===== src/rtl/sfd_pkg.sv =====
// ----------------------------------------------------------------------------
// sfd_pkg
// shared types and constants of the sensor frame deframer
// ----------------------------------------------------------------------------
`default_nettype none

package sfd_pkg;

    localparam int unsigned PAYLOAD_BYTES_DEF = 30;

    localparam logic [7:0] FRAME_HEADER = 8'h16;

    // payload positions of the readings, high byte first
    localparam int unsigned N_READ_BYTES = 6;
    localparam int unsigned READ_POS [N_READ_BYTES] = '{3, 4, 7, 8, 11, 12};

    typedef enum logic [1:0] {
        ST_GOOD    = 2'd0,
        ST_SUM_ERR = 2'd1,
        ST_LEN_ERR = 2'd2
    } t_status;

    typedef enum logic [3:0] {
        PH_HEADER = 4'b0001,
        PH_LENGTH = 4'b0010,
        PH_DATA   = 4'b0100,
        PH_CHECK  = 4'b1000
    } t_phase;

endpackage

`default_nettype wire


===== src/rtl/sensor_frame_deframer.sv =====
// ----------------------------------------------------------------------------
// sensor_frame_deframer
// Takes one received byte per item, finds frames that open with header 0x16
// followed by a length byte, the payload and a check byte whose 8-bit sum with
// the rest is zero. Each check byte gives one result with the status and, on a
// good sum, three big-endian 16-bit readings from payload bytes 3-4, 7-8 and
// 11-12, zero otherwise; a length byte above PAYLOAD_BYTES gives a length-error
// result and a new header search. The block takes one byte every cycle unless
// a result stalled on the output holds it; a result shows on the output once
// its check or length byte has passed from the input register into the result
// register. Only the six payload bytes that feed the readings are kept, cleared
// at reset, so a short frame reads bytes left by earlier frames.
// ----------------------------------------------------------------------------
`default_nettype none

module sensor_frame_deframer #(
    parameter int unsigned PAYLOAD_BYTES = sfd_pkg::PAYLOAD_BYTES_DEF
) (
    input  wire logic        i_clk,
    input  wire logic        i_rst_n,
    input  wire logic        i_valid,
    output logic             o_stall,
    input  wire logic [7:0]  i_rx_byte,
    output logic             o_valid,
    input  wire logic        i_stall,
    output logic [1:0]       o_status,
    output logic [15:0]      o_pm25_value,
    output logic [15:0]      o_pm1_value,
    output logic [15:0]      o_pm10_value
);

    localparam int unsigned LW = $clog2(PAYLOAD_BYTES + 1);
    localparam int unsigned NB = sfd_pkg::N_READ_BYTES;

    // input register
    logic       r_in_vld;
    logic [7:0] r_in_byte;

    // parser state
    sfd_pkg::t_phase r_phase, n_phase;
    logic [7:0]      r_sum, n_sum;
    logic [LW-1:0]   r_len, n_len;
    logic [LW-1:0]   r_idx, n_idx;
    logic [7:0]      r_pl [NB];
    logic [7:0]      n_pl [NB];

    // result register
    logic            r_out_vld;
    sfd_pkg::t_status r_status, n_status;
    logic [15:0]     r_pm25, r_pm1, r_pm10;
    logic [15:0]     n_pm25, n_pm1, n_pm10;

    logic gen;
    logic out_free;
    logic adv;
    logic fire;
    logic emit;
    logic [7:0] sum_add;
    logic [LW-1:0] idx_inc;

    assign out_free = !r_out_vld || !i_stall;
    assign adv      = !gen || out_free;
    assign fire     = r_in_vld && adv;
    assign emit     = fire && gen;
    assign o_stall  = r_in_vld && !adv;

    assign sum_add = r_sum + r_in_byte;
    assign idx_inc = r_idx + LW'(1);

    always_comb begin
        n_phase  = r_phase;
        n_sum    = r_sum;
        n_len    = r_len;
        n_idx    = r_idx;
        n_pl     = r_pl;
        gen      = 1'b0;
        n_status = sfd_pkg::ST_GOOD;
        n_pm25   = '0;
        n_pm1    = '0;
        n_pm10   = '0;
        unique case (r_phase)
            sfd_pkg::PH_HEADER: begin
                n_sum = r_in_byte;
                if (r_in_byte == sfd_pkg::FRAME_HEADER) begin
                    n_phase = sfd_pkg::PH_LENGTH;
                end
            end
            sfd_pkg::PH_LENGTH: begin
                n_sum = sum_add;
                if (r_in_byte > 8'(PAYLOAD_BYTES)) begin
                    n_phase  = sfd_pkg::PH_HEADER;
                    gen      = 1'b1;
                    n_status = sfd_pkg::ST_LEN_ERR;
                end else begin
                    n_len   = r_in_byte[LW-1:0];
                    n_idx   = '0;
                    n_phase = (r_in_byte != 8'd0) ? sfd_pkg::PH_DATA : sfd_pkg::PH_CHECK;
                end
            end
            sfd_pkg::PH_DATA: begin
                n_sum = sum_add;
                for (int k = 0; k < NB; k++) begin
                    if (r_idx == LW'(sfd_pkg::READ_POS[k])) begin
                        n_pl[k] = r_in_byte;
                    end
                end
                n_idx = idx_inc;
                if (idx_inc >= r_len) begin
                    n_phase = sfd_pkg::PH_CHECK;
                end
            end
            sfd_pkg::PH_CHECK: begin
                n_sum   = sum_add;
                n_phase = sfd_pkg::PH_HEADER;
                gen     = 1'b1;
                if (sum_add == 8'd0) begin
                    n_status = sfd_pkg::ST_GOOD;
                    n_pm25   = {r_pl[0], r_pl[1]};
                    n_pm1    = {r_pl[2], r_pl[3]};
                    n_pm10   = {r_pl[4], r_pl[5]};
                end else begin
                    n_status = sfd_pkg::ST_SUM_ERR;
                end
            end
            default: begin
                n_phase = sfd_pkg::PH_HEADER;
            end
        endcase
    end

    always_ff @(posedge i_clk) begin
        if (!i_rst_n) begin
            r_in_vld <= 1'b0;
        end else if (!r_in_vld || adv) begin
            r_in_vld <= i_valid;
        end
    end

    always_ff @(posedge i_clk) begin
        if ((!r_in_vld || adv) && i_valid) begin
            r_in_byte <= i_rx_byte;
        end
    end

    always_ff @(posedge i_clk) begin
        if (!i_rst_n) begin
            r_phase <= sfd_pkg::PH_HEADER;
            r_sum   <= '0;
            r_len   <= '0;
            r_idx   <= '0;
            for (int k = 0; k < NB; k++) begin
                r_pl[k] <= '0;
            end
        end else if (fire) begin
            r_phase <= n_phase;
            r_sum   <= n_sum;
            r_len   <= n_len;
            r_idx   <= n_idx;
            r_pl    <= n_pl;
        end
    end

    always_ff @(posedge i_clk) begin
        if (!i_rst_n) begin
            r_out_vld <= 1'b0;
        end else if (emit) begin
            r_out_vld <= 1'b1;
        end else if (!i_stall) begin
            r_out_vld <= 1'b0;
        end
    end

    always_ff @(posedge i_clk) begin
        if (emit) begin
            r_status <= n_status;
            r_pm25   <= n_pm25;
            r_pm1    <= n_pm1;
            r_pm10   <= n_pm10;
        end
    end

    assign o_valid      = r_out_vld;
    assign o_status     = r_status;
    assign o_pm25_value = r_pm25;
    assign o_pm1_value  = r_pm1;
    assign o_pm10_value = r_pm10;

endmodule

`default_nettype wire


===== config.mk =====
export PLATFORM = sky130hd
export DESIGN_NAME = sensor_frame_deframer
export DESIGN_NICKNAME = d
export VERILOG_FILES = /design/src/rtl/sfd_pkg.sv /design/src/rtl/sensor_frame_deframer.sv
export SDC_FILE = /design/constraint.sdc
export NUM_CORES = 1
export LEC_CHECK = 0
export BUFFER_PORTS_ARGS = -buffer_cell sky130_fd_sc_hd__clkbuf_2
export CORE_MARGIN = 3
export CORE_UTILIZATION = 35
export CTS_CLUSTER_SIZE = 12
export DETAILED_ROUTE_END_ITERATION = 8
export SLEW_MARGIN = 20
export SYNTH_ARGS = -nofsm -noshare
export SYNTH_HDL_FRONTEND = slang
export SYNTH_SLANG_ARGS = --single-unit
export TNS_END_PERCENT = 50

===== constraint.sdc =====
create_clock -name i_clk -period 5.3 [get_ports i_clk]
set_clock_uncertainty 0.05 [all_clocks]
set_input_delay 0.53 -clock i_clk [delete_from_list [all_inputs] [get_ports i_clk]]
set_output_delay 0.53 -clock i_clk [all_outputs]
set_load 0.02 [all_outputs]

==> metrics.log, run 1 <==
INFO  metric outcome = completed
INFO  metric groute.usage.overall = 13.26%
INFO  metric nNetsFinal = 595
INFO  metric syn-cell-area = 0.005737 sq mm
INFO  metric drtPass1Iterations = 4
INFO  metric post_dp_cell_area = 0.006230 sq mm
INFO  metric area.growth.synth_to_final = 19.08%
INFO  metric synthFlopType = dfxtp_1
INFO  metric max_clock_freq = 0.3147 GHz
INFO  metric ff_latch_area = 0.003183 sq mm
INFO  metric initial_drt_markers = 197
INFO  metric routed-wl-met3 = 529 um
INFO  metric worst_slew_pin_slew = 881.6 ps
INFO  metric synth_edf_count = 58
INFO  metric power_frac_clock = 49.3%
INFO  metric hold_start = i_rx_byte[3]
INFO  metric post_synth.cell_area_avg = 11.36 sq um
INFO  metric worstPathBufferInverterCount = 2
INFO  metric layout-drive-gt1-share = 19.62%
INFO  metric power_density = 337.2 mW/mm^2
INFO  metric drv_slew = 0
INFO  metric synth_xor_xnor_area_share = 1.679%
INFO  metric fin_area = 0.006832 sq mm
INFO  metric cts.sink_count = 130
INFO  metric critical_path.max_stage_delay = 520 ps
INFO  metric cts_post_setup_buffers_inserted = 0
INFO  metric dr_wl_met2 = 5415 um
INFO  metric yosys_register_bits = 130
INFO  metric first_global_vias = 3651
INFO  metric muxShareOfSynthArea = 11.38%
INFO  metric synthDominantCellAreaShare = 30.36%
INFO  metric worstPathRequired = 5530 ps
INFO  metric portBuffers = 63
INFO  metric wl_met1 = 5228 um
INFO  metric report.final.hold_viol_count = 0
INFO  metric dieArea = 0.01796 sq mm
INFO  metric largest_cells_by_area_after_synthesis = edfxtp_1, dfxtp_1, mux2i_1, and2_1, nand2_1
INFO  metric fin_tns_setup = 0 ps
INFO  metric yosys_warnings = 0
INFO  metric worst_hold_path_type = input port to flop
INFO  metric setup_ws = 2123 ps
INFO  metric critPathArrivalTime = 3400 ps
INFO  metric synth_compound_gate_area_share = 6.848%
INFO  metric share_comb_of_total_power = 4.5%
INFO  metric cellLeakagePower = 2.631 nW
INFO  metric synth_top_cell_by_area = edfxtp_1
INFO  metric cts.hold.buffers_added = 0
INFO  metric yosys.cell_types.count = 56
INFO  metric grt_first_pass_wirelength = 18600 um
INFO  metric grt_start_max_net_pins = 51
INFO  metric fill_cells = 1497
INFO  metric grt_setup_unrepaired = false
INFO  metric min_period_over_period = 59.95%
INFO  metric power_consumption = 2.304 mW
INFO  metric minimum_clock_period = 3177 ps
INFO  metric cp_top_family = simple AND/OR/NAND/NOR gates
INFO  metric setup_violations = 0
INFO  metric rr_startpoint = r_in_byte[0]
INFO  metric yosysSeqAreaShare = 55.49%
INFO  metric yosys.area_share.adder = 3.402%
INFO  metric maxCapViolations = 0
INFO  metric avgRoutedWirePerCell = 14.24 um
INFO  metric timing.max_slew.rel_slack = 40.30%
INFO  metric global_route.overflow_total = 0
INFO  metric timing.critical_path.from = r_in_byte[0]
INFO  metric num_vias = 3782
INFO  metric initial_utilization = 35.98%
INFO  metric coreArea = 0.01594 sq mm
INFO  metric ordered_list_of_cells_on_the_worst_path = ha_1 -> inv_1 -> fa_1 -> xnor2_1 -> or3b_2 -> a2111oi_4 -> nor4b_4 -> buf_4 -> and2_1
INFO  metric clk_path_buf_depth = 2
INFO  metric tritoncts = done
INFO  metric endpoint_kind = flop
INFO  metric cts_buffers = 17
INFO  metric route.antenna.remaining_nets = 0
INFO  metric h_tree_levels = 4
INFO  metric cts.reportedPaths.clkPinSlew = 60 ps
INFO  metric crit_path_start_kind = flop
INFO  metric antenna_cells_inserted = 0
INFO  metric hold_ws = 236.4 ps
INFO  metric ir_worst_vdd = 0.0001676 V
INFO  metric route.detailed.vias_per_inst = 4.745
INFO  metric crit_slowest_cell = edfxtp_1
INFO  metric combinational_family_with_the_most_area_after_synthesis = simple AND/OR/NAND/NOR gates
INFO  metric cts.root.buffer_cell = clkbuf_16
INFO  metric top_signal_layer_used = met4
INFO  metric detail_route.wirelength = 11350 um
INFO  metric ctsResizeCount = 0
INFO  metric insertion_delay = 420 ps
INFO  metric grt_antenna_before_repair = 0
INFO  metric drc_errors = 0
INFO  metric multi_input_area = 0.002377 sq mm
INFO  metric cellInternalPower = 1.780 mW
INFO  metric hpwlAfterDp = 7759 um
INFO  metric path_max_fanout = 48
INFO  metric post_synth_and_or_nand_nor_area_fraction = 17.99%
INFO  metric power.share.switching = 22.74%
INFO  metric power_switching = 0.5238 mW
INFO  metric die-width = 134.0 um
INFO  metric power.sequential.fraction = 46.1%
INFO  metric asyncSetResetFlopFracSynth = 0%
INFO  metric floorplan.rows = 46
INFO  metric pre_cts_slack = 2155 ps
INFO  metric die_height = 134.0 um
INFO  metric placer_congestion_estimate = 0.8035
INFO  metric worstSetupPathType = flop to flop
INFO  metric syn_inst_count = 505
INFO  metric io_pins = 64
INFO  metric syn_nets = 532
[registers in the layout, summed over array words and instances (netlist names), 2 cells and up]
signal / count
r_len: 5
o_pm10_value: 16
r_phase: 4
o_pm1_value: 16
r_idx: 5
r_pl: 48
o_status: 2
r_in_byte: 8
o_pm25_value: 16
r_sum: 8
[layout by cell type (no fill, tap or decap), drive strengths merged, types with 13 or more instances in the layout]
cell type and n:
and2 53, clkbuf 82, dfxtp 72, edfxtp 58, ha 14, inv 20, mux2i 63, nand2 74
nor2 13, o21ai 15
[worst reg2reg max path, cell delays in order, from the launching register on]
cell	delay [ps]
edfxtp_1	520
ha_1	280
inv_1	70
fa_1	400
xnor2_1	150
or3b_2	490
a2111oi_4	260
nor4b_4	240
buf_4	360
and2_1	220
[layout make-up]
class	count	share of cell area [%]
flip-flops and latches	130	46.59
clock buffers	19	6.795
repair buffers	68	5.165
inverters	16	0.8791
multi-input cells	335	34.80
clock inverters	13	1.813
well taps	216	3.956
[per-layer routing]
layer	global-route usage, %	up-vias
met3	4.351	18
li1	-	1894
met5	0	-
met4	4.525	0
met2	22.12	85
met1	16.21	1785
[path summary, 6_finish.rpt]
| kind | to | slack [ps] | cells past startpoint |
|---|---|---|---|
| worst max-delay path | o_pm25_value[14] | 2120 | 9 |
| worst min-delay path | r_in_byte[3] | 240 | 1 |
| worst max register to register | o_pm25_value[14] | 2120 | 9 |
| worst min register to register | r_pl[18] | 400 | 2 |
[per-stage QoR]
stage | utilization (%) | cells
floorplan | - | 505
global placement | 39.08 | 764
detailed placement | 39.08 | 764
CTS | 42.76 | 796
global route | 42.85 | 797
finish | 42.85 | 797
[power groups by stage]
stage	registers (mW)	clock network [mW]	logic, mW
final	1.06	1.14	0.104
after global routing	1.06	1.21	0.116
after CTS	1.06	1.17	0.105
after detailed placement	1.08	0	0.105
after global placement	1.08	0	0.102
after floorplan	1.08	0	0.0788
[Yosys cell counts, types with 3 or more instances]
cell type / instances
ha_1: 14
nor2_1: 13
and2_1: 53
nand3_1: 6
nand3b_1: 3
xnor2_1: 8
inv_1: 16
buf_6: 3
a21oi_1: 12
nand2_1: 74
nand2b_1: 3
clkbuf_1: 12
xor2_1: 3
dfxtp_1: 72
buf_2: 7
o21ai_0: 13
mux2i_1: 63
o211a_1: 5
edfxtp_1: 58
and3_1: 5
a21boi_0: 4
nor3_1: 4
nor2b_1: 8
nand3_4: 3
[kinds of logic (layout without fill, tap and decap cells)]
family                   count (synthesis)  count (layout)
adder cells (fa/ha/maj)                 15              15
AND/OR/NAND/NOR                        189             189
buffers and inverters                   40             116
multiplexers                            65              65
AO/OA/AOI/OAI                           55              55
flip-flops                             130             130
XOR/XNOR                                11              11
Note: power is estimated with default switching activity, not from simulation.
==> run 2, diff against run 1 <==
==> constraint.sdc (replaced) <==
create_clock -name i_clk -period 2.8 [get_ports i_clk]
set_clock_uncertainty 0.05 [all_clocks]
set_input_delay 0.28 -clock i_clk [delete_from_list [all_inputs] [get_ports i_clk]]
set_output_delay 0.28 -clock i_clk [all_outputs]
set_load 0.02 [all_outputs]
==> metrics.log, run 2 (synthesized netlist as in run 1, its figures left out) <==
INFO  metric outcome = finished, violations left
INFO  metric violations_in_the_final_reports = negative setup slack
INFO  metric route.antenna.remaining_nets = 0
INFO  metric cts.sink_count = 130
INFO  metric ir_worst_vdd = 0.0004019 V
INFO  metric mostFrequentLayoutCells = nand2_1, dfxtp_1, mux2i_1, clkbuf_2, edfxtp_1
INFO  metric coreArea = 0.01594 sq mm
INFO  metric groute.usage.overall = 14.11%
INFO  metric worstPathBufferInverterCount = 2
INFO  metric area.growth.synth_to_final = 25.17%
INFO  metric utilization = 45.04%
INFO  metric cellLeakagePower = 2.797 nW
INFO  metric fin_tns_setup = -233.2 ps
INFO  metric worstSetupPathType = flop to flop
INFO  metric grt_setup_unrepaired = true
INFO  metric cp_top_family = compound AO/OA/AOI/OAI gates
INFO  metric crit_slowest_cell = edfxtp_1
INFO  metric tritoncts = done
INFO  metric h_tree_levels = 4
INFO  metric cts_buffers = 17
INFO  metric floorplan.rows = 46
INFO  metric drv_slew = 0
INFO  metric setup_violations = 22
INFO  metric setup_ws = -29.98 ps
INFO  metric maxCapViolations = 0
INFO  metric report.final.hold_viol_count = 0
INFO  metric power_density = 618.2 mW/mm^2
INFO  metric drtPass1Iterations = 4
INFO  metric global_route.overflow_total = 0
INFO  metric antenna_cells_inserted = 0
INFO  metric drc_errors = 0
INFO  metric nNetsFinal = 627
INFO  metric worstPathRequired = 3040 ps
INFO  metric route.detailed.vias_per_inst = 4.756
INFO  metric portBuffers = 63
INFO  metric most_frequent_standard_cell_in_the_layout_excluding_fill_and_tap_cells = nand2_1
INFO  metric cp_common_cell = a211o_1
INFO  metric hold_ws = 37.44 ps
INFO  metric crit_path_start_kind = flop
INFO  metric cts.reportedPaths.clkPinSlew = 60 ps
INFO  metric insertion_delay = 420 ps
INFO  metric path_max_fanout = 6
INFO  metric critical_path.max_stage_delay = 390 ps
INFO  metric ordered_list_of_cells_on_the_worst_path = ha_1 -> a211o_1 -> a211o_1 -> and3_4 -> a2111oi_4 -> nor4b_4 -> buf_6 -> clkbuf_16 -> and2_1
INFO  metric die-width = 134.0 um
INFO  metric initial_drt_markers = 200
INFO  metric num_vias = 3943
INFO  metric io_pins = 64
INFO  metric grt_start_max_net_pins = 51
INFO  metric timing.max_slew.rel_slack = 60.32%
INFO  metric largest_reg_flops = 48
INFO  metric instances_no_fill = 829
INFO  metric layout-drive-gt1-share = 23.16%
INFO  metric hpwlAfterDp = 8291 um
INFO  metric detail_route.wirelength = 12530 um
INFO  metric endpoint_kind = flop
INFO  metric max_clock_freq = 0.3534 GHz
INFO  metric minimum_clock_period = 2830 ps
INFO  metric avgRoutedWirePerCell = 15.11 um
INFO  metric dieArea = 0.01796 sq mm
INFO  metric clk_path_buf_depth = 2
INFO  metric min_period_over_period = 101.1%
INFO  metric grt_first_pass_wirelength = 19980 um
INFO  metric cts.root.buffer_cell = clkbuf_16
INFO  metric placer_congestion_estimate = 0.8473
INFO  metric worst_hold_path_type = input port to flop
INFO  metric max_flop_register = r_pl
INFO  metric dp_cells = 784
INFO  metric pre_cts_slack = 44.18 ps
INFO  metric grt_antenna_before_repair = 0
INFO  metric critPathArrivalTime = 3070 ps
INFO  metric first_global_vias = 3967
INFO  metric worst_slew_pin_slew = 591.9 ps
INFO  metric initial_utilization = 35.98%
INFO  metric die_height = 134.0 um
==> run 2: where the power goes <==
group / internal [mW] / switching, mW
Clock: 1.36 / 0.834
Sequential: 1.99 / 0.0152
Combinational: 0.101 / 0.145
Total: 3.45 / 0.994
==> run 2: what timing repair did <==
item	CTS	global route
hold endpoints to repair	8	0
hold buffers	8	0
setup endpoints to repair	0	50
setup buffers	0	2
resized for setup	0	11
==> run 2: layout make-up <==
| class | count | area, sq um |
|---|---|---|
| multi-input cells | 335 | 2391 |
| clock buffers | 20 | 456.7 |
| clock inverters | 12 | 131.4 |
| repair buffers | 100 | 688.2 |
| flip-flops and latches | 130 | 3183 |
| fillers | 1490 | 8762 |
| well taps | 216 | 270.3 |
| inverters | 16 | 60.06 |
==> run 2: metrics by stage <==
stage	cell area [sq um]	power (mW)
detailed placement	6417	2.272
CTS	7086	4.479
global placement	6417	2.265
global route	7181	4.599
floorplan	5738	2.191
finish	7181	4.439
==> run 2: worst reg2reg max path, stage by stage (launching register included) <==
cell	delay, ps
edfxtp_1	390
ha_1	320
a211o_1	320
a211o_1	280
and3_4	180
a2111oi_4	350
nor4b_4	350
buf_6	190
clkbuf_16	150
and2_1	120
==> run 2: worst paths after layout <==
check	cells past startpoint	end	slack, ps	startpoint
min	2	r_in_vld	40	i_valid
min reg2reg	2	r_pl[9]	400	r_pl[9]
max reg2reg	9	o_pm1_value[10]	-30	r_in_byte[1]
max	9	o_pm1_value[10]	-30	r_in_byte[1]
==> run 2: per-layer routing <==
| layer | GRT usage (%) | vias to the layer above | share of wire (%) |
|---|---|---|---|
| met5 | 0 | - | 0 |
| met4 | 5.147 | 0 | 1.5 |
| met3 | 3.788 | 14 | 4.3 |
| met2 | 23.61 | 91 | 48 |
| met1 | 17.61 | 1877 | 46 |
| li1 | - | 1961 | - |
==> run 3, diff against run 2 <==
==> constraint.sdc (replaced) <==
create_clock -name i_clk -period 3.4 [get_ports i_clk]
set_clock_uncertainty 0.05 [all_clocks]
set_input_delay 0.34 -clock i_clk [delete_from_list [all_inputs] [get_ports i_clk]]
set_output_delay 0.34 -clock i_clk [all_outputs]
set_load 0.02 [all_outputs]
==> metrics.log, run 3 (synthesized netlist as in run 1, its figures left out) <==
INFO  metric avgRoutedWirePerCell = 14.47 um
INFO  metric drv_slew = 0
INFO  metric cts.root.buffer_cell = clkbuf_16
INFO  metric cellLeakagePower = 2.642 nW
INFO  metric max_flop_register = r_pl
INFO  metric first_global_vias = 3816
INFO  metric pre_cts_slack = 399.4 ps
INFO  metric grt_start_max_net_pins = 51
INFO  metric ir_worst_vdd = 0.0003291 V
INFO  metric max_clock_freq = 0.3301 GHz
INFO  metric min_period_over_period = 89.11%
INFO  metric floorplan.rows = 46
INFO  metric placer_congestion_estimate = 0.8292
INFO  metric ctsResizeCount = 0
INFO  metric largest_reg_flops = 48
INFO  metric route.detailed.vias_per_inst = 4.739
INFO  metric h_tree_levels = 4
INFO  metric coreArea = 0.01594 sq mm
INFO  metric portBuffers = 63
INFO  metric path_max_fanout = 48
INFO  metric reg2reg_slack = 370 ps
INFO  metric route.antenna.remaining_nets = 0
INFO  metric cts.hold.buffers_added = 0
INFO  metric hold_start = i_rx_byte[0]
INFO  metric grt_setup_unrepaired = false
INFO  metric outcome = completed
INFO  metric cts.sink_count = 130
INFO  metric worstSetupPathType = flop to flop
INFO  metric timing.max_slew.rel_slack = 49.22%
INFO  metric grt_first_pass_wirelength = 18810 um
INFO  metric setup_violations = 0
INFO  metric io_pins = 64
INFO  metric die_height = 134.0 um
INFO  metric r2r-end = o_pm10_value[11]
INFO  metric worst_r2r_path_depth = 9
INFO  metric antenna_cells_inserted = 0
INFO  metric power_density = 531.7 mW/mm^2
INFO  metric mostFrequentLayoutCells = nand2_1, dfxtp_1, mux2i_1, clkbuf_2, edfxtp_1
INFO  metric detail_route.wirelength = 11550 um
INFO  metric most_frequent_standard_cell_in_the_layout_excluding_fill_and_tap_cells = nand2_1
INFO  metric minimum_clock_period = 3030 ps
INFO  metric drtPass1Iterations = 4
INFO  metric power_consumption = 3.650 mW
INFO  metric tritoncts = done
INFO  metric area.growth.synth_to_final = 19.67%
INFO  metric groute.usage.overall = 13.36%
INFO  metric cts_post_setup_buffers_inserted = 0
INFO  metric endpoint_kind = flop
INFO  metric grt_antenna_before_repair = 0
INFO  metric clk_path_buf_depth = 2
INFO  metric hold_end = r_in_byte[0]
INFO  metric crit_path_start_kind = flop
INFO  metric die-width = 134.0 um
INFO  metric critPathArrivalTime = 3260 ps
INFO  metric hpwlAfterDp = 7863 um
INFO  metric dieArea = 0.01796 sq mm
INFO  metric maxCapViolations = 0
INFO  metric initial_utilization = 35.98%
INFO  metric cts_buffers = 17
INFO  metric nNetsFinal = 597
INFO  metric layout-drive-gt1-share = 19.42%
INFO  metric hold_depth = 1
INFO  metric report.final.hold_viol_count = 0
INFO  metric setup_ws = 370.3 ps
INFO  metric cts.reportedPaths.clkPinSlew = 60 ps
INFO  metric num_vias = 3782
INFO  metric drc_errors = 0
INFO  metric worst_slew_pin_slew = 761.7 ps
INFO  metric rr_startpoint = r_in_byte[0]
INFO  metric initial_drt_markers = 170
INFO  metric worstPathRequired = 3630 ps
INFO  metric worst_hold_path_type = input port to flop
INFO  metric global_route.overflow_total = 0
INFO  metric fin_tns_setup = 0 ps
INFO  metric insertion_delay = 420 ps
[run 3: per-stage QoR]
step	util, %	hold WS, ps	std cells	instance area (sq um)
2_1_floorplan	-	380.1	505	5737
3_3_place_gp	39.37	391.5	767	6277
3_5_place_dp	39.37	397.1	767	6277
4_1_cts	43.06	30.17	798	6865
5_1_grt	43.06	39.53	798	6865
6_report	43.06	43.82	798	6865
[run 3: area by class of cell]
type	instances	area, sq um
timing repair buffer	70	392.9
clock buffer	18	429.2
sequential	130	3183
tap	216	270.3
inverter	16	60.06
clock inverter	13	158.9
fill	1546	9077
multi-input combinational	335	2371
[run 3: worst max-delay path by stage]
stage            startpoint          endpoint  slack [ps]
3_5_place_dp   r_in_byte[0]  o_pm25_value[13]         400
4_1_cts        r_in_byte[0]  o_pm10_value[11]         340
6_report       r_in_byte[0]  o_pm10_value[11]         370
5_1_grt        r_in_byte[7]      r_in_byte[5]         150
2_1_floorplan  r_in_byte[7]   o_pm10_value[0]         420
3_3_place_gp   r_in_byte[0]    o_pm1_value[2]         460
[run 3: metal layers]
metal,global-route usage [%],wire (um),up-vias
met3,3.751,536,16
met4,5.656,198,0
met1,16.64,5322,1772
met5,0,0,-
met2,21.87,5490,96
li1,-,-,1898
[run 3: where the power goes]
part	internal, mW	switching, mW
registers	1.64	0.0201
clock network	1.15	0.681
logic	0.0598	0.104
total	2.85	0.805
[run 3: worst max-delay path: stages (launching register included)]
cell and delay (ps):
edfxtp_1 510, ha_1 250, inv_1 70, fa_1 410, xnor2_1 160, or3b_2 490
a2111oi_4 250, nor4b_4 300, buf_12 220, and2_1 170
